<file path="src/hw/rtl/csc_pkg.sv">
// ----------------------------------------------------------------------------
// csc_pkg
// Shared types, sizes and register indexes of the cross stencil counter.
// ----------------------------------------------------------------------------
package csc_pkg;

  // frame geometry and pixel format
  localparam int MAX_COLS   = 1024;
  localparam int MAX_ROWS   = 1024;
  localparam int PIXEL_BITS = 8;

  localparam int COL_W   = $clog2(MAX_COLS);
  localparam int ROW_W   = $clog2(MAX_ROWS);
  localparam int ENTRY_W = 2 * PIXEL_BITS;

  // cross sum of five pixels
  localparam int SUM_W = $clog2(5 * ((1 << PIXEL_BITS) - 1) + 1);

  // configuration registers
  localparam int CFG_W   = 11;
  localparam int CFG_A_W = 2;

  localparam logic [CFG_A_W-1:0] REG_FRAME_ROWS = CFG_A_W'(0);
  localparam logic [CFG_A_W-1:0] REG_FRAME_COLS = CFG_A_W'(1);
  localparam logic [CFG_A_W-1:0] REG_THRESHOLD  = CFG_A_W'(2);

  localparam logic [CFG_W-1:0] FRAME_ROWS_RESET = CFG_W'(1024);
  localparam logic [CFG_W-1:0] FRAME_COLS_RESET = CFG_W'(1024);
  localparam logic [CFG_W-1:0] THRESHOLD_RESET  = CFG_W'(30);

  // hit counter
  localparam int                 COUNT_W   = 20;
  localparam logic [COUNT_W-1:0] COUNT_MAX = '1;

  // queue between front and back
  localparam int QUEUE_DEPTH = 4;
  localparam int QPTR_W      = $clog2(QUEUE_DEPTH);
  localparam int QCNT_W      = $clog2(QUEUE_DEPTH + 1);

  // one classified pixel, handed from front to back
  typedef struct packed {
    logic             sof;
    logic             interior;
    logic             last;
    logic [SUM_W-1:0] sum;
  } csc_item_t;

endpackage

</file>
<file path="src/hw/rtl/csc_queue.sv">
// ----------------------------------------------------------------------------
// csc_queue
// Short queue of classified pixels between the front and the back.
// ----------------------------------------------------------------------------
module csc_queue
  import csc_pkg::*;
(
  input  logic              clk_i,
  input  logic              rst_ni,
  input  logic              push_i,
  input  csc_item_t         item_i,
  output logic [QCNT_W-1:0] free_o,
  output logic              valid_o,
  output csc_item_t         item_o,
  input  logic              pop_i
);

  csc_item_t         slot_q [QUEUE_DEPTH];
  logic [QPTR_W-1:0] wr_ptr_q;
  logic [QPTR_W-1:0] rd_ptr_q;
  logic [QCNT_W-1:0] count_q;
  logic              do_pop;

  assign valid_o = (count_q != '0);
  assign item_o  = slot_q[rd_ptr_q];
  assign free_o  = QCNT_W'(QUEUE_DEPTH) - count_q;
  assign do_pop  = pop_i && valid_o;

  // pointers and fill level
  always_ff @(posedge clk_i or negedge rst_ni) begin
    if (!rst_ni) begin
      wr_ptr_q <= '0;
      rd_ptr_q <= '0;
      count_q  <= '0;
    end else begin
      if (push_i) begin
        wr_ptr_q <= wr_ptr_q + 1'b1;
      end
      if (do_pop) begin
        rd_ptr_q <= rd_ptr_q + 1'b1;
      end
      count_q <= count_q + QCNT_W'(push_i) - QCNT_W'(do_pop);
    end
  end

  // storage
  always_ff @(posedge clk_i) begin
    if (push_i) begin
      slot_q[wr_ptr_q] <= item_i;
    end
  end

endmodule

</file>
<file path="config.mk">
export PLATFORM = sky130hd
export DESIGN_NAME = csc_queue
export DESIGN_NICKNAME = d
export VERILOG_FILES = /design/src/hw/rtl/csc_pkg.sv /design/src/hw/rtl/csc_queue.sv
export SDC_FILE = /design/constraint.sdc
export NUM_CORES = 1
export LEC_CHECK = 0
export BUFFER_PORTS_ARGS = -buffer_cell sky130_fd_sc_hd__buf_2
export CAP_MARGIN = 15
export CORE_UTILIZATION = 35
export CTS_CLUSTER_SIZE = 20
export DETAILED_ROUTE_END_ITERATION = 8
export GPL_ROUTABILITY_DRIVEN = 0
export HOLD_SLACK_MARGIN = 0.02
export PLACE_DENSITY = 0.63
export RECOVER_POWER = 100
export SLEW_MARGIN = 10
export SYNTH_ARGS = -nofsm -noshare
export SYNTH_HDL_FRONTEND = slang
export SYNTH_SLANG_ARGS = --single-unit
</file>
<file path="constraint.sdc">
create_clock -name clk_i -period 4.5 [get_ports clk_i]
set_clock_uncertainty 0.2 [all_clocks]
set_input_delay 0.45 -clock clk_i [delete_from_list [all_inputs] [get_ports clk_i]]
set_output_delay 0.45 -clock clk_i [all_outputs]
set_load 0.02 [all_outputs]
</file>
==> run metrics <==
Pwr Density=675 nW/um^2; register area share after synthesis=0.748; chip height=86.2 um; most common cell after layout, fill and taps aside=edfxtp_1; setup slack after layout=1.76 ns; first-pass GRT wire length=6.09 mm; unique cell type count in the Yosys netlist=18; Worst Reg-to-Reg Cells=10; estimated wirelength of the detail-placed design=2.64 mm; #FFs+latches synth=63; Worst Hold Depth=1; final setup fails=0; period utilisation layout=0.610; crit path DAT=2.09 ns; Static Leak=1.01 nW; Post-Syn Nets=139; deepest clock path buffer count=2; via count=1140; CP peak stage delay=0.93 ns; Final Routed Wirelength=3.93 mm; CORE AREA=6830 um^2; Slew @ Worst Pin=1.08 ns; Crit Path Category=reg2out; antenna violations before repair=0; max frequency=364 MHz; Worst path slowest cell=dfrtp_1; Required @ worst endpoint=3.85 ns; Worst-Skew Late Latency=0.33 ns; Diodes inserted=0; Worst Hold Class=in2reg; outcome=finished clean; Worst Setup End Kind=output pin; Avg WL per Cell=15.4 um; largest net degree at the start of global routing=17; post-layout net count=182; layout cells sized above 1=0.163; initial core utilization=0.364; total die area=7440 um^2; YS warnings=0; Worst Path Max Fanout=16; row count=30; Via density=4.45; H-tree level count=3; relative slew slack=0.279; post-synthesis cell area=2480 um^2; die width=86.2 um; Hold Violations, Final=0; top-level I/O count=36; TritonCTS clock tree=built; CTS resizes=0; DRC viols=0; Reg clk slew, reported paths=0.07 ns; critical-path cell list=mux4_1 > clkbuf_1; Post-Syn Instances=112; Synth-to-Final Area Change=17.8%; PortBufs=35; Final Core Density=0.428; pre-CTS setup slack=2.03 ns; commonest non-fill, non-tap cells in the layout=56 x edfxtp_1, 33 x clkbuf_1, 9 x inv_1, 9 x clkbuf_8; final setup TNS=0 ns; Detailed Route Iter0 Violations=33; type of origin of the critical path=flop; average size of a mapped cell=22.2 um^2; Final Max Tran Viols=0; min Tclk post-route=2.74 ns; Remaining Overflow, GRT=0; cts bufs inserted=9; CTS Sinks=63; RSZ-0062 raised after global routing=false; drt first pass iters=5; max-cap check violation count=0; Worst VDD drop=0.380 mV; CTS Root Buffer Type=clkbuf_8; number of global-route vias before repair=1227; gr usage total=0.119; post-route ant nets=0
==> synth_stat cells (all sizes together) <==
master / number / area [um^2]
inv: 9 / 33.8
o21ai: 1 / 5.00
and2: 4 / 25.0
nand3b: 1 / 7.51
xnor2: 3 / 26.3
dfrtp: 7 / 175
xor2: 2 / 17.5
nor2b: 1 / 6.26
ha: 8 / 100
mux4: 14 / 338
edfxtp: 56 / 1680
buf: 4 / 43.8
nand2: 1 / 3.75
fa: 1 / 20.0
==> cell type report <==
type,instances,area (um^2)
Tap cell,96,120
Clock inverter,7,97.6
Sequential cell,63,1860
Multi-Input combinational cell,36,549
Inverter,9,33.8
Timing Repair Buffer,36,144
Fill cell,640,3910
Clock buffer,9,124
==> where the power goes <==
group,switching (W),leakage (nW),internal (W)
clock network,0.000211,0.105,0.000312
registers,0.000101,0.596,0.000779
logic,0.000336,0.307,0.000237
total,0.000648,1.01,0.00133
==> path summary, 6_finish.rpt <==
path | to | from | slack (ns)
max in group asynchronous | rd_ptr_q[0] | rst_ni | 3.45
worst max-delay path | item_o[13] | rd_ptr_q[0] | 1.76
worst min-delay path | slot_q[0][7] | item_i[7] | 0.18
worst max register to register | count_q[2] | count_q[1] | 2.06
worst min register to register | wr_ptr_q[0] | wr_ptr_q[0] | 0.34
min in group asynchronous | count_q[0] | rst_ni | 0.35
==> what timing repair did <==
action	4_1_cts	5_1_grt
buffers inserted	0	0
hold endpoints to repair	7	0
hold buffers	1	0
==> logic make-up (layout without fill, tap and decap cells) <==
kind of cell / count (synthesis) / in the layout / synth area share
mux: 14 / 14 / 0.136
fa+ha+maj: 9 / 9 / 0.0484
compound gates: 1 / 1 / 0.00201
xor+xnor: 5 / 5 / 0.0176
flops: 63 / 63 / 0.748
simple gates: 7 / 7 / 0.0171
buf+inv: 13 / 61 / 0.0312
==> stage by stage <==
stage	instance area, um^2	std cells	total power (W)	hold WS, ns
2_1_floorplan	2480	112	0.00134	-0.0456
3_3_place_gp	2740	239	0.00148	0.0859
3_5_place_dp	2740	239	0.00151	0.0957
4_1_cts	2970	256	0.00204	0.114
5_1_grt	2930	256	0.00209	0.168
6_report	2930	256	0.00198	0.178
==> routing by layer <==
metal,GRT usage,wire length [um],vias up
met4,0.0364,34,0
met5,0,0,-
met2,0.201,2060,38
met3,0.0600,235,7
met1,0.131,1610,570
li1,-,-,525
==> registers in the layout, summed over array words and instances, names as in the netlist <==
register,flops
rd_ptr_q,2
slot_q,56
count_q,3
wr_ptr_q,2
==> worst max-delay path: cells and delay by family, from the launching register on <==
family	cells	cell delay (ns)
flip-flops	1	0.93
buffers and inverters	1	0.19
multiplexers	1	0.64
(Power assumes the default switching activity.)
