--- config.mk ---
export PLATFORM = sky130hd
export DESIGN_NAME = csc_back
export DESIGN_NICKNAME = d
export VERILOG_FILES = /design/src/hw/rtl/csc_pkg.sv /design/src/hw/rtl/csc_back.sv
export SDC_FILE = /design/constraint.sdc
export NUM_CORES = 1
export LEC_CHECK = 0
export BUFFER_PORTS_ARGS = -buffer_cell sky130_fd_sc_hd__buf_4
export CELL_PAD_IN_SITES_DETAIL_PLACEMENT = 2
export CELL_PAD_IN_SITES_GLOBAL_PLACEMENT = 2
export CORE_ASPECT_RATIO = 1.2
export CORE_MARGIN = 2
export CORE_UTILIZATION = 25
export CTS_CLUSTER_DIAMETER = 200
export DETAILED_ROUTE_END_ITERATION = 10
export HOLD_SLACK_MARGIN = 0.08
export PLACE_DENSITY = 0.6
export REMOVE_ABC_BUFFERS = 1
export SLEW_MARGIN = 15
export SYNTH_ARGS = -nofsm -noshare
export SYNTH_HDL_FRONTEND = slang
export SYNTH_SLANG_ARGS = --single-unit
--- constraint.sdc ---
create_clock -name clk_i -period 3 [get_ports clk_i]
set_input_delay 0.3 -clock clk_i [delete_from_list [all_inputs] [get_ports clk_i]]
set_output_delay 0.3 -clock clk_i [all_outputs]
set_load 0.005 [all_outputs]
--- src/hw/rtl/csc_pkg.sv ---
// ----------------------------------------------------------------------------
// csc_pkg
// Shared types, sizes and register indexes of the cross stencil counter.
// ----------------------------------------------------------------------------
package csc_pkg;

  // frame geometry and pixel format
  localparam int MAX_COLS   = 1024;
  localparam int MAX_ROWS   = 1024;
  localparam int PIXEL_BITS = 8;

  localparam int COL_W   = $clog2(MAX_COLS);
  localparam int ROW_W   = $clog2(MAX_ROWS);
  localparam int ENTRY_W = 2 * PIXEL_BITS;

  // cross sum of five pixels
  localparam int SUM_W = $clog2(5 * ((1 << PIXEL_BITS) - 1) + 1);

  // configuration registers
  localparam int CFG_W   = 11;
  localparam int CFG_A_W = 2;

  localparam logic [CFG_A_W-1:0] REG_FRAME_ROWS = CFG_A_W'(0);
  localparam logic [CFG_A_W-1:0] REG_FRAME_COLS = CFG_A_W'(1);
  localparam logic [CFG_A_W-1:0] REG_THRESHOLD  = CFG_A_W'(2);

  localparam logic [CFG_W-1:0] FRAME_ROWS_RESET = CFG_W'(1024);
  localparam logic [CFG_W-1:0] FRAME_COLS_RESET = CFG_W'(1024);
  localparam logic [CFG_W-1:0] THRESHOLD_RESET  = CFG_W'(30);

  // hit counter
  localparam int                 COUNT_W   = 20;
  localparam logic [COUNT_W-1:0] COUNT_MAX = '1;

  // queue between front and back
  localparam int QUEUE_DEPTH = 4;
  localparam int QPTR_W      = $clog2(QUEUE_DEPTH);
  localparam int QCNT_W      = $clog2(QUEUE_DEPTH + 1);

  // one classified pixel, handed from front to back
  typedef struct packed {
    logic             sof;
    logic             interior;
    logic             last;
    logic [SUM_W-1:0] sum;
  } csc_item_t;

endpackage

--- src/hw/rtl/csc_back.sv ---
// ----------------------------------------------------------------------------
// csc_back
// Threshold compare, saturating hit counter and the result register.
// ----------------------------------------------------------------------------
module csc_back
  import csc_pkg::*;
(
  input  logic               clk_i,
  input  logic               rst_ni,
  input  logic               valid_i,
  input  csc_item_t          item_i,
  output logic               pop_o,
  input  logic [CFG_W-1:0]   threshold_i,
  output logic               res_valid_o,
  output logic [COUNT_W-1:0] res_count_o,
  input  logic               res_pop_i
);

  logic [COUNT_W-1:0] hit_q, hit_d;
  logic [COUNT_W-1:0] base;
  logic [COUNT_W-1:0] hit_new;
  logic               res_valid_q, res_valid_d;
  logic [COUNT_W-1:0] res_q;
  logic               room;
  logic               produce;

  // a frame end waits only for the result register to be free
  assign room    = !res_valid_q || res_pop_i;
  assign pop_o   = valid_i && (!item_i.last || room);
  assign produce = pop_o && item_i.last;

  // count update
  always_comb begin
    base    = item_i.sof ? '0 : hit_q;
    hit_new = base;
    if (item_i.interior && (base != COUNT_MAX) &&
        ({{CFG_W{1'b0}}, item_i.sum} > {{SUM_W{1'b0}}, threshold_i})) begin
      hit_new = base + 1'b1;
    end
    hit_d = hit_q;
    if (pop_o) begin
      hit_d = item_i.last ? '0 : hit_new;
    end
    res_valid_d = res_valid_q;
    if (res_pop_i) begin
      res_valid_d = 1'b0;
    end
    if (produce) begin
      res_valid_d = 1'b1;
    end
  end

  always_ff @(posedge clk_i or negedge rst_ni) begin
    if (!rst_ni) begin
      hit_q       <= '0;
      res_valid_q <= 1'b0;
    end else begin
      hit_q       <= hit_d;
      res_valid_q <= res_valid_d;
    end
  end

  always_ff @(posedge clk_i) begin
    if (produce) begin
      res_q <= hit_new;
    end
  end

  assign res_valid_o = res_valid_q;
  assign res_count_o = res_q;

endmodule

==> results.md, run 1 <==
* CTS tree: built
* Fmax at roughly 390 MHz
* Slowest CP cell: or4_1
* WL final at between 8000 and 9000 µm
* Flop-to-flop setup slack at a little over 0.4 ns
* Clock Pin Slew Worst Setup and Hold Paths at roughly 0.060 ns
* Clk root buf: clkbuf_16
* Cell Area, Placed at roughly 0.0032 mm²
* Mean post-synth cell area at 9.74 µm²
* Clock Path Buffers at 2
* Post-DP HPWL at around 6500 µm
* Worst EP required at about 3.2 ns
* Fin. Hold Viols at 0
* Worst EP arrival at ~2.8 ns
* Register area share after synthesis at 0.422
* Final setup viols at 0
* #FFs+latches synth at 41
* Crit path launch type: register
* Fillers at between 1000 and 1500
* Fin crit period at roughly 2.6 ns
* Cell taking the most area after synthesis: edfxtp_1
* Die area at around 0.012 mm²
* Max-slew violations at 0
* WHS Endpoint: res_count_o[9]
* Inserted Diodes at 0
* Nets at between 300 and 400
* Clk Latency, worst-skew pair at ~0.29 ns
* Io pins at 51
* Mapped Area at 0.00267 mm²
* Final antenna-violating net count at 0
* Async SR Flop Fraction at 0.512
* CP endpoint kind: register
* Hold buffers post-CTS at 1
* Hold path depth at 2
* # resized after CTS at 0
* Vias per cell at slightly above 5
* Top-area cell type share of the netlist area at 0.225
* Antenna violations before repair at 0
* Max cap viols at 0
* Area Growth Syn to Fin at 26.5%
* IO buf count at 50
* Core area at 0.0105 mm²
* Cell Pwr Density at between 400 and 500 mW/mm²
* Period Utilization, post-route at 0.864
* Hold slack at approximately 0.39 ns
* Rel. slew slack at 0.568
* Vias in the first global route at about 2600
* Htree depth at 2
* Outcome: completed
* Yosys warning count at 0
* Max incr delay on CP at about 0.55 ns
* Mapped Cells at approximately 270
* Setup Buffers After CTS at 0
* Yosys cell types at 56
* Final core utilization at 0.323
* Crit-path max FO at 10
* Share of post-route cells with drive strength above 1 at 0.230
* Count of TritonRoute iterations in the first routing pass at 4
* Setup TNS at 0 ns
* RR Startpoint: hit_q[0]
* RePlAce Congestion at 0.793
* Post-DR wirelength/cell at approximately 18 µm
* Worst slew pin tran at about 0.65 ns
* RSZ-0062 raised after global routing: no
* Area of the multi-input gates at approximately 0.0014 mm²
* Drt initial violations at 99
* Die X at ~100 µm
* Top post-synthesis cells by area: edfxtp_1, dfrtp_1, nand2_1
* Design Area, Final at around 0.0034 mm²
* Hold Startpoint: item_i[13]
* Pleak at around 1.5 nW
* Register area at around 0.0011 mm²
* Critical path class: reg2reg
* GRT Util Overall at 0.154
* Clk sink count at between 40 and 50
* Number of synthesized flops with an enable pin at 20
* Hold crit path type: in2reg
* First-pass GRT wire length at 13900 µm
* VDD IR-drop max at around 0.19 mV
* Grt total ovfl at 0
* Routed vias at ~2300
* Initial core utilization at 0.255
* R2R cell count at 8
* Reg-to-reg endpoint: hit_q[3]
* Largest net degree at the start of global routing at 22
* CP cell instances: and2b_1, ha_1, and4b_1, and4_1, a21oi_4, nand2_2, or4_1, o211ai_1
* Top_reg_cell synth: dfrtp_1
* Chip height at approximately 120 µm
* Clock skew at between 0.004 and 0.005 ns
* Drt drc at 0
* CTS Buf Count at 5
* Row count at 41
==> synth_stat cells (5+ instances only) <==
master / instances
o21ai_0: 8
a21oi_1: 10
ha_1: 12
nand2_1: 41
edfxtp_1: 20
nand4_1: 6
a21o_1: 6
and3_1: 8
dfrtp_1: 21
clkbuf_1: 5
inv_1: 16
mux2i_1: 5
nand3_1: 8
xnor2_1: 15
and2_1: 6
nor2_1: 18
==> per-stage QoR <==
stage	power, mW	instances	setup WS [ns]
6_report	1.41	460	0.409
5_1_grt	1.47	460	0.209
4_1_cts	1.43	460	0.389
3_5_place_dp	0.800	451	0.303
3_3_place_gp	0.796	451	0.359
2_1_floorplan	0.699	266	0.716
==> critical path: cells and delay by family (launching register included) <==
kind / cells / cell delay [ns]
AOI/OAI and AO/OA: 2 / 0.36
DFF: 1 / 0.40
adders and majority gates: 1 / 0.25
and+or+nand+nor: 5 / 1.49
==> registers in the layout, indices dropped and copies added (netlist names) <==
register	flops
res_count_o	20
res_valid_o	1
hit_q	20
==> placed cells by master, fill, tap and decap left out, types with 4 or more instances in the layout <==
cell	netlist	routed
and2_1	6	6
and3_1	8	8
a21o_1	6	6
clkbuf_16	0	5
dfrtp_1	21	21
nand3_1	8	8
buf_4	0	56
inv_1	16	16
o211ai_1	4	4
ha_1	12	12
mux2i_1	5	5
and4_1	4	4
nor2_1	18	18
and4b_1	4	4
o21ai_0	8	8
xnor2_1	15	15
a21oi_1	10	10
edfxtp_1	20	20
and2b_1	4	4
nand2_1	41	41
nand4_1	6	6
==> per-layer routing <==
metal	vias up	routed length, µm	GRT usage
li1	1107	-	-
met1	1171	3640	0.182
met2	47	4490	0.298
met3	5	264	0.0220
met4	0	76	0.0311
met5	-	0	0
==> how the worst max path moves through the flow <==
stage	to	slack (ns)	cells after the start	start
finish	hit_q[3]	0.41	8	hit_q[0]
CTS	hit_q[3]	0.39	8	hit_q[0]
global route	hit_q[3]	0.21	8	hit_q[0]
global placement	hit_q[8]	0.36	9	item_i[13]
detailed placement	hit_q[8]	0.30	9	item_i[13]
floorplan	hit_q[6]	0.72	8	hit_q[0]
==> final cells by class <==
class / instances / share of cell area
Multi-Input combinational cell: 209 / 0.426
Clock buffer: 6 / 0.0381
Timing Repair Buffer: 57 / 0.127
Tap cell: 129 / 0.0478
Inverter: 16 / 0.0178
Sequential cell: 41 / 0.333
Clock inverter: 2 / 0.0100
==> where the power goes <==
group | internal [mW] | switching [mW] | leakage, nW
logic | 0.0749 | 0.107 | 0.903
clock network | 0.391 | 0.230 | 0.0785
registers | 0.600 | 0.00370 | 0.494
total | 1.07 | 0.340 | 1.48
==> cell families after synthesis <==
family,share of synthesized area
fa+ha+maj,0.0562
mux,0.0187
simple gates,0.267
compound gates,0.141
buf+inv,0.0398
flops,0.422
xor+xnor,0.0558
No activity file was read; power rests on OpenSTA's default activity.
==> run 2: changes to the inputs <==
CORE_UTILIZATION = 34   (was 25)
PLACE_DENSITY = 0.78   (was 0.6)
==> run 2 against run 1 <==
Net effect:
- largest cell class unchanged
- clock-buffer cell count decreased by 1
- power decreased by 12%
- global-route usage up 4.4 points
- design area down 3.1%
- routed wire length down 3.9%
- sequential share of layout area grew 1.1 points
- final cell count down 8.3%
- setup slack gained 0.0096 ns
- combinational power hardly changed
- sequential power is essentially flat
- critical path type unchanged
- non-clock buffer count shrank 1
==> results.md, run 2 (same netlist as run 1, synthesis figures left out) <==
* R2R cell count at 8 (unchanged)
* Clk Latency, worst-skew pair at 0.30 ns (was 0.29 ns)
* Antenna violations before repair at 0 (unchanged)
* Count of TritonRoute iterations in the first routing pass at 6 (was 4)
* Post-DR wirelength/cell at 19.3 µm (was 18.4 µm)
* Commonest non-fill, non-tap cell in the layout: buf_4 (unchanged)
* Fin crit period at 2.58 ns (was 2.59 ns)
* Period Utilization, post-route at 0.860 (was 0.864)
* Max cap viols at 0 (unchanged)
* Hold slack at 0.384 ns (was 0.386 ns)
* Post-DP HPWL at 6240 µm (was 6490 µm)
* Clock Path Buffers at 2 (unchanged)
* Hold Startpoint: res_pop_i (was item_i[13])
* Hold buffers post-CTS at 1 (unchanged)
* Crit path launch type: register (unchanged)
* Cell Pwr Density at 379 mW/mm² (was 416 mW/mm²)
* Met3 wire length at 236 µm (was 264 µm)
* Critical path class: reg2reg (unchanged)
* Routed vias at 2340 (was 2330)
* CTS Buf Count at 5 (unchanged)
* Wl on met1 at 3530 µm (was 3640 µm)
* RSZ-0062 raised after global routing: no (unchanged)
* RePlAce Congestion at 0.820 (was 0.793)
* CTS tree: built (unchanged)
* WHS Endpoint: res_valid_o (was res_count_o[9])
* Drt drc at 0 (unchanged)
* RR Startpoint: hit_q[0] (unchanged)
* Clk sink count at 41 (unchanged)
* Rel. slew slack at 0.545 (was 0.568)
* Nets at 370 (was 371)
* Inserted Diodes at 0 (unchanged)
* Final setup viols at 0 (unchanged)
* Row count at 35 (was 41)
* Die X at 84.9 µm (was 98.3 µm)
* GRT Util Overall at 0.198 (was 0.154)
* IO buf count at 50 (unchanged)
* Outcome: completed (unchanged)
* Met2 WL at 4300 µm (was 4490 µm)
* Register area at 0.00113 mm² (unchanged)
* Reg-to-reg endpoint: hit_q[3] (unchanged)
* Clock skew at 0.0132 ns (was 0.00457 ns)
* Io pins at 51 (unchanged)
* Grt total ovfl at 0 (unchanged)
* Largest net degree at the start of global routing at 22 (unchanged)
* Crit-path max FO at 10 (unchanged)
* Clock Pin Slew Worst Setup and Hold Paths at 0.09 ns (was 0.06 ns)
* Area of the multi-input gates at 0.00144 mm² (unchanged)
* Hold crit path type: in2reg (unchanged)
* Tot Pwr at 1.24 mW (was 1.41 mW)
* VDD IR-drop max at 0.310 mV (was 0.191 mV)
* Share of post-route cells with drive strength above 1 at 0.230 (about the same)
* Final antenna-violating net count at 0 (unchanged)
* # resized after CTS at 0 (unchanged)
* First-pass GRT wire length at 13200 µm (was 13900 µm)
* Vias in the first global route at 2556 (was 2607)
* WL final at 8150 µm (was 8470 µm)
* Final core utilization at 0.427 (was 0.323)
* Core area at 0.00766 mm² (was 0.0105 mm²)
* Htree depth at 2 (unchanged)
* Setup Buffers After CTS at 0 (unchanged)
* Fmax at 387 MHz (was 386 MHz)
* DP Cell Count at 413 (was 451)
* Flop-to-flop setup slack at 0.42 ns (was 0.41 ns)
* Area Growth Syn to Fin at 22.5% (was 26.5%)
* Fillers at 829 (was 1208)
* CP endpoint kind: register (unchanged)
* Setup TNS at 0 ns (unchanged)
* Fin. Hold Viols at 0 (unchanged)
* Drt initial violations at 109 (was 99)
* Clk root buf: clkbuf_8 (was clkbuf_16)
* Hold path depth at 3 (was 2)
* Die area at 0.00858 mm² (was 0.0115 mm²)
* Worst slew pin tran at 0.680 ns (was 0.646 ns)
* Max-slew violations at 0 (unchanged)
* Most frequent cells in the layout: buf_4, nand2_1, dfrtp_1 (unchanged)
* Crit. Startpoint: hit_q[0] (unchanged)
* Worst EP arrival at 2.79 ns (about the same)
* Initial core utilization at 0.348 (was 0.255)
* Vias per cell at 5.55 (was 5.07)
* Pleak at 1.44 nW (was 1.48 nW)
* Worst EP required at 3.21 ns (was 3.20 ns)
* Chip height at 101 µm (was 117 µm)
* Uppermost layer routed: met4 (unchanged)
* Final std cells w/o fill at 422 (was 460)
run 2: changes by cell type in the layout (fill, tap and decap cells not counted), sizes merged:
cell and change:
buf -1, clkbuf -1, clkinvlp +1
run 2: routing by layer:
metal | vias up | GRT usage
met1 | 1172 | 0.236
met3 | 7 | 0.0238
met5 | - | 0
li1 | 1108 | -
met2 | 53 | 0.378
met4 | 0 | 0.0452
run 2: where the power goes:
| part | internal (mW) | switching, mW | total [mW] |
|---|---|---|---|
| clock network | 0.245 | 0.211 | 0.457 |
| registers | 0.600 | 0.00420 | 0.604 |
| logic | 0.0744 | 0.105 | 0.179 |
| total | 0.919 | 0.320 | 1.24 |
run 2: cell type report:
type | instances | share of cell area
Clock buffer | 5 | 0.0210
Timing Repair Buffer | 56 | 0.129
Inverter | 16 | 0.0184
Tap cell | 92 | 0.0352
Multi-Input combinational cell | 209 | 0.439
Sequential cell | 41 | 0.344
Clock inverter | 3 | 0.0126
run 2: metrics by stage:
stage,cell area [µm²],setup WS (ns)
after global placement,3150,0.435
after detailed placement,3150,0.320
after CTS,3270,0.434
after global routing,3270,0.281
final,3270,0.419
after floorplan,2620,0.716
run 2: worst max-delay path by stage:
stage	end	slack [ns]	depth (start not counted)
3_3_place_gp	hit_q[6]	0.43	9
5_1_grt	hit_q[3]	0.28	8
3_5_place_dp	hit_q[6]	0.32	9
2_1_floorplan	hit_q[6]	0.72	8
4_1_cts	hit_q[6]	0.43	8
6_report	hit_q[3]	0.42	8
run 2: critical path: stages, from the launching register on:
cell	delay, ns
dfrtp_1	0.42
and2b_1	0.21
ha_1	0.25
and4b_1	0.26
and4_1	0.27
a21oi_4	0.25
nand2_2	0.20
or4_1	0.55
o211ai_1	0.10
==> run 3: changes to the inputs <==
ABC_AREA = 1   (was not set)
CORE_UTILIZATION = 32   (was 34)
PLACE_DENSITY = 0.8   (was 0.78)
==> run 3 against run 2 <==
Net effect:
- sequential share of layout area decreased by 1.4 points
- hold slack worse by 0.15 ns
- sequential cell count is the same
- power up 5.0%
- register-to-register slack better by 0.19 ns
- die area up 13%
- final cell count increased by 32%
- global-route usage fell by 0.98 points
- routed wire length up 3.4%
- design area up 4.2%
- synthesized cell count increased by 42%
- critical path depth increased by 3
- critical path type unchanged
- critical endpoint is now res_count_o[4]
- largest cell class unchanged
- largest power group unchanged
- highest routed layer unchanged
==> results.md, run 3 <==
* Outcome: completed (unchanged)
* Top_reg_cell synth: dfrtp_1 (unchanged)
* Register area at 0.00113 mm² (unchanged)
* RSZ-0062 raised after global routing: no (unchanged)
* Crit-path max FO at 19 (was 10)
* Cell Area, Placed at 0.00331 mm² (was 0.00315 mm²)
* Io pins at 51 (unchanged)
* Most frequent cells in the layout: nand2_1, inv_1, buf_4 (was buf_4, nand2_1, dfrtp_1)
* Routed vias at 2615 (was 2340)
* Setup Buffers After CTS at 0 (unchanged)
* Register area share after synthesis at 0.396 (was 0.422)
* Area of the multi-input gates at 0.00141 mm² (was 0.00144 mm²)
* Count of TritonRoute iterations in the first routing pass at 4 (was 6)
* CP endpoint kind: register (unchanged)
* Fmax at 418 MHz (was 387 MHz)
* Chip height at 107 µm (was 101 µm)
* Core area at 0.00861 mm² (was 0.00766 mm²)
* RePlAce Congestion at 0.787 (was 0.820)
* Yosys warning count at 0 (unchanged)
* IO buf count at 50 (unchanged)
* GR peak layer: met2 (unchanged)
* Hold crit path type: in2reg (unchanged)
* Max-slew violations at 0 (unchanged)
* CTS Buf Count at 5 (unchanged)
* Mapped Area at 0.00284 mm² (was 0.00267 mm²)
* Max cap viols at 0 (unchanged)
* Drt initial violations at 83 (was 109)
* Inserted Diodes at 0 (unchanged)
* Top-area cell type share of the netlist area at 0.211 (was 0.225)
* Worst EP required at 3.06 ns (was 3.21 ns)
* Area Growth Syn to Fin at 19.9% (was 22.5%)
* Rel. slew slack at 0.783 (was 0.545)
* Critical path class: reg2reg (unchanged)
* Setup ws final at 0.607 ns (was 0.419 ns)
* Post-DR wirelength/cell at 15.1 µm (was 19.3 µm)
* Largest net degree at the start of global routing at 23 (was 22)
* Htree depth at 2 (unchanged)
* Met3 usage at 0.0322 (was 0.0238)
* Row count at 37 (was 35)
* Clk sink count at 41 (unchanged)
* Cell Pwr Density at 382 mW/mm² (was 379 mW/mm²)
* Cell taking the most area after synthesis: edfxtp_1 (unchanged)
* WL final at 8420 µm (was 8150 µm)
* Fillers at 1056 (was 829)
* Nets at 482 (was 370)
* Final setup viols at 0 (unchanged)
* Tot Pwr at 1.30 mW (was 1.24 mW)
* Die area at 0.00966 mm² (was 0.00858 mm²)
* Mean post-synth cell area at 7.33 µm² (was 9.74 µm²)
* Fin. Hold Viols at 0 (unchanged)
* Share of post-route cells with drive strength above 1 at 0.197 (was 0.230)
* Yosys cell types at 28 (was 56)
* Clk root buf: clkbuf_8 (unchanged)
* Worst EP arrival at 2.45 ns (was 2.79 ns)
* Commonest cells post-synth: nand2_1, inv_1, nand3_1, nor2_1, dfrtp_1 (was nand2_1, dfrtp_1, edfxtp_1, nor2_1, inv_1)
* Drt drc at 0 (unchanged)
* M2 GR Usage at 0.382 (was 0.378)
* Clock Path Buffers at 2 (unchanged)
* Async SR Flop Fraction at 0.512 (unchanged)
* Design Area, Final at 0.00341 mm² (was 0.00327 mm²)
* GRT Util Overall at 0.188 (was 0.198)
* Flop-to-flop setup slack at 0.61 ns (was 0.42 ns)
* Clk Latency, worst-skew pair at 0.31 ns (was 0.30 ns)
* Clock skew at 0.0111 ns (was 0.0132 ns)
* VDD IR-drop max at 0.145 mV (was 0.310 mV)
* Initial core utilization at 0.330 (was 0.348)
* Period Utilization, post-route at 0.798 (was 0.860)
* #FFs+latches synth at 41 (unchanged)
* Vias per cell at 4.69 (was 5.55)
* Clock Pin Slew Worst Setup and Hold Paths at 0.08 ns (was 0.09 ns)
* Mapped Cells at 388 (was 274)
* Pleak at 1.74 nW (was 1.44 nW)
* Grt total ovfl at 0 (unchanged)
* Post-DP HPWL at 6550 µm (was 6240 µm)
* Antenna violations before repair at 0 (unchanged)
* Die X at 90.0 µm (was 84.9 µm)
* Most instantiated library cell after synthesis: nand2_1 (unchanged)
* Number of synthesized flops with an enable pin at 20 (unchanged)
* GR Layer Usage met1 at 0.195 (was 0.236)
* Commonest non-fill, non-tap cell in the layout: nand2_1 (was buf_4)
* First-pass GRT wire length at 14500 µm (was 13200 µm)
* Top post-synthesis cells by area: edfxtp_1, dfrtp_1, nand2_1 (unchanged)
* CTS tree: built (unchanged)
* Vias in the first global route at 2999 (was 2556)
* Setup TNS at 0 ns (unchanged)
* Pre-CTS WS at 0.370 ns (was 0.320 ns)
* Crit path launch type: register (unchanged)
* Worst slew pin tran at 0.326 ns (was 0.680 ns)
* Final antenna-violating net count at 0 (unchanged)
* Fin crit period at 2.39 ns (was 2.58 ns)
==> run 3: cell types whose count changed after synthesis, sizes merged, moves of 12 or more <==
| cell | change |
|---|---|
| nand2 | +108 |
| nor2 | +23 |
| xnor2 | -12 |
| nand3 | +30 |
| inv | +39 |
==> run 3: final cells by class <==
cell class / count / share of cell area
Multi-Input combinational cell: 281 / 0.414
Sequential cell: 41 / 0.330
Timing Repair Buffer: 56 / 0.124
Inverter: 56 / 0.0631
Tap cell: 117 / 0.0429
Clock buffer: 7 / 0.0253
==> run 3: final timing paths <==
check                                 from             end  cells past startpoint
worst max-delay path              hit_q[0]  res_count_o[4]                     11
worst min-delay path            item_i[11]     res_valid_o                      3
worst max register to register    hit_q[0]  res_count_o[4]                     11
worst min register to register   hit_q[19]       hit_q[19]                      2
max in group asynchronous           rst_ni        hit_q[3]                      2
min in group asynchronous           rst_ni     res_valid_o                      2
==> run 3: worst max-delay path, stage by stage (launching register included) <==
cell and delay, ns:
dfrtp_1 0.40, nand2_1 0.11, inv_1 0.15, ha_1 0.23, nand3_1 0.11, nor2_2 0.20
nand4_2 0.17, nor2_2 0.14, nand2_1 0.10, nand2_4 0.27, nand2_1 0.12, and2_1 0.15
==> run 3: metal layers <==
metal	routed length, µm	up-vias
met5	0	-
met1	3260	1268
met2	4790	49
met4	107	0
li1	-	1293
met3	255	5
==> run 3: what timing repair did <==
item                                   4_1_cts  5_1_grt
gates resized for setup                      0        0
endpoints found under the hold margin       21        0
hold buffers                                 1        0
==> run 3: metrics by stage <==
stage | std cells | util | hold slack, ns
after floorplan | 378 | - | 0.00441
after global placement | 550 | 0.385 | 0.217
after detailed placement | 550 | 0.385 | 0.228
after CTS | 558 | 0.396 | 0.232
after global routing | 558 | 0.396 | 0.261
final | 558 | 0.396 | 0.237
==> run 3: logic make-up (layout without fill, tap and decap cells) <==
family / after synthesis / in the layout / synth area share
simple gates: 251 / 251 / 0.396
flops: 41 / 41 / 0.396
buf+inv: 66 / 119 / 0.107
xor+xnor: 12 / 12 / 0.0370
fa+ha+maj: 12 / 12 / 0.0528
compound gates: 6 / 6 / 0.0114
==> run 3: power breakdown <==
part / leakage (nW) / internal, mW / switching [mW] / total, mW
sequential: 0.479 / 0.632 / 0.0281 / 0.660
clock: 0.0443 / 0.183 / 0.193 / 0.376
combinational: 1.22 / 0.110 / 0.156 / 0.266
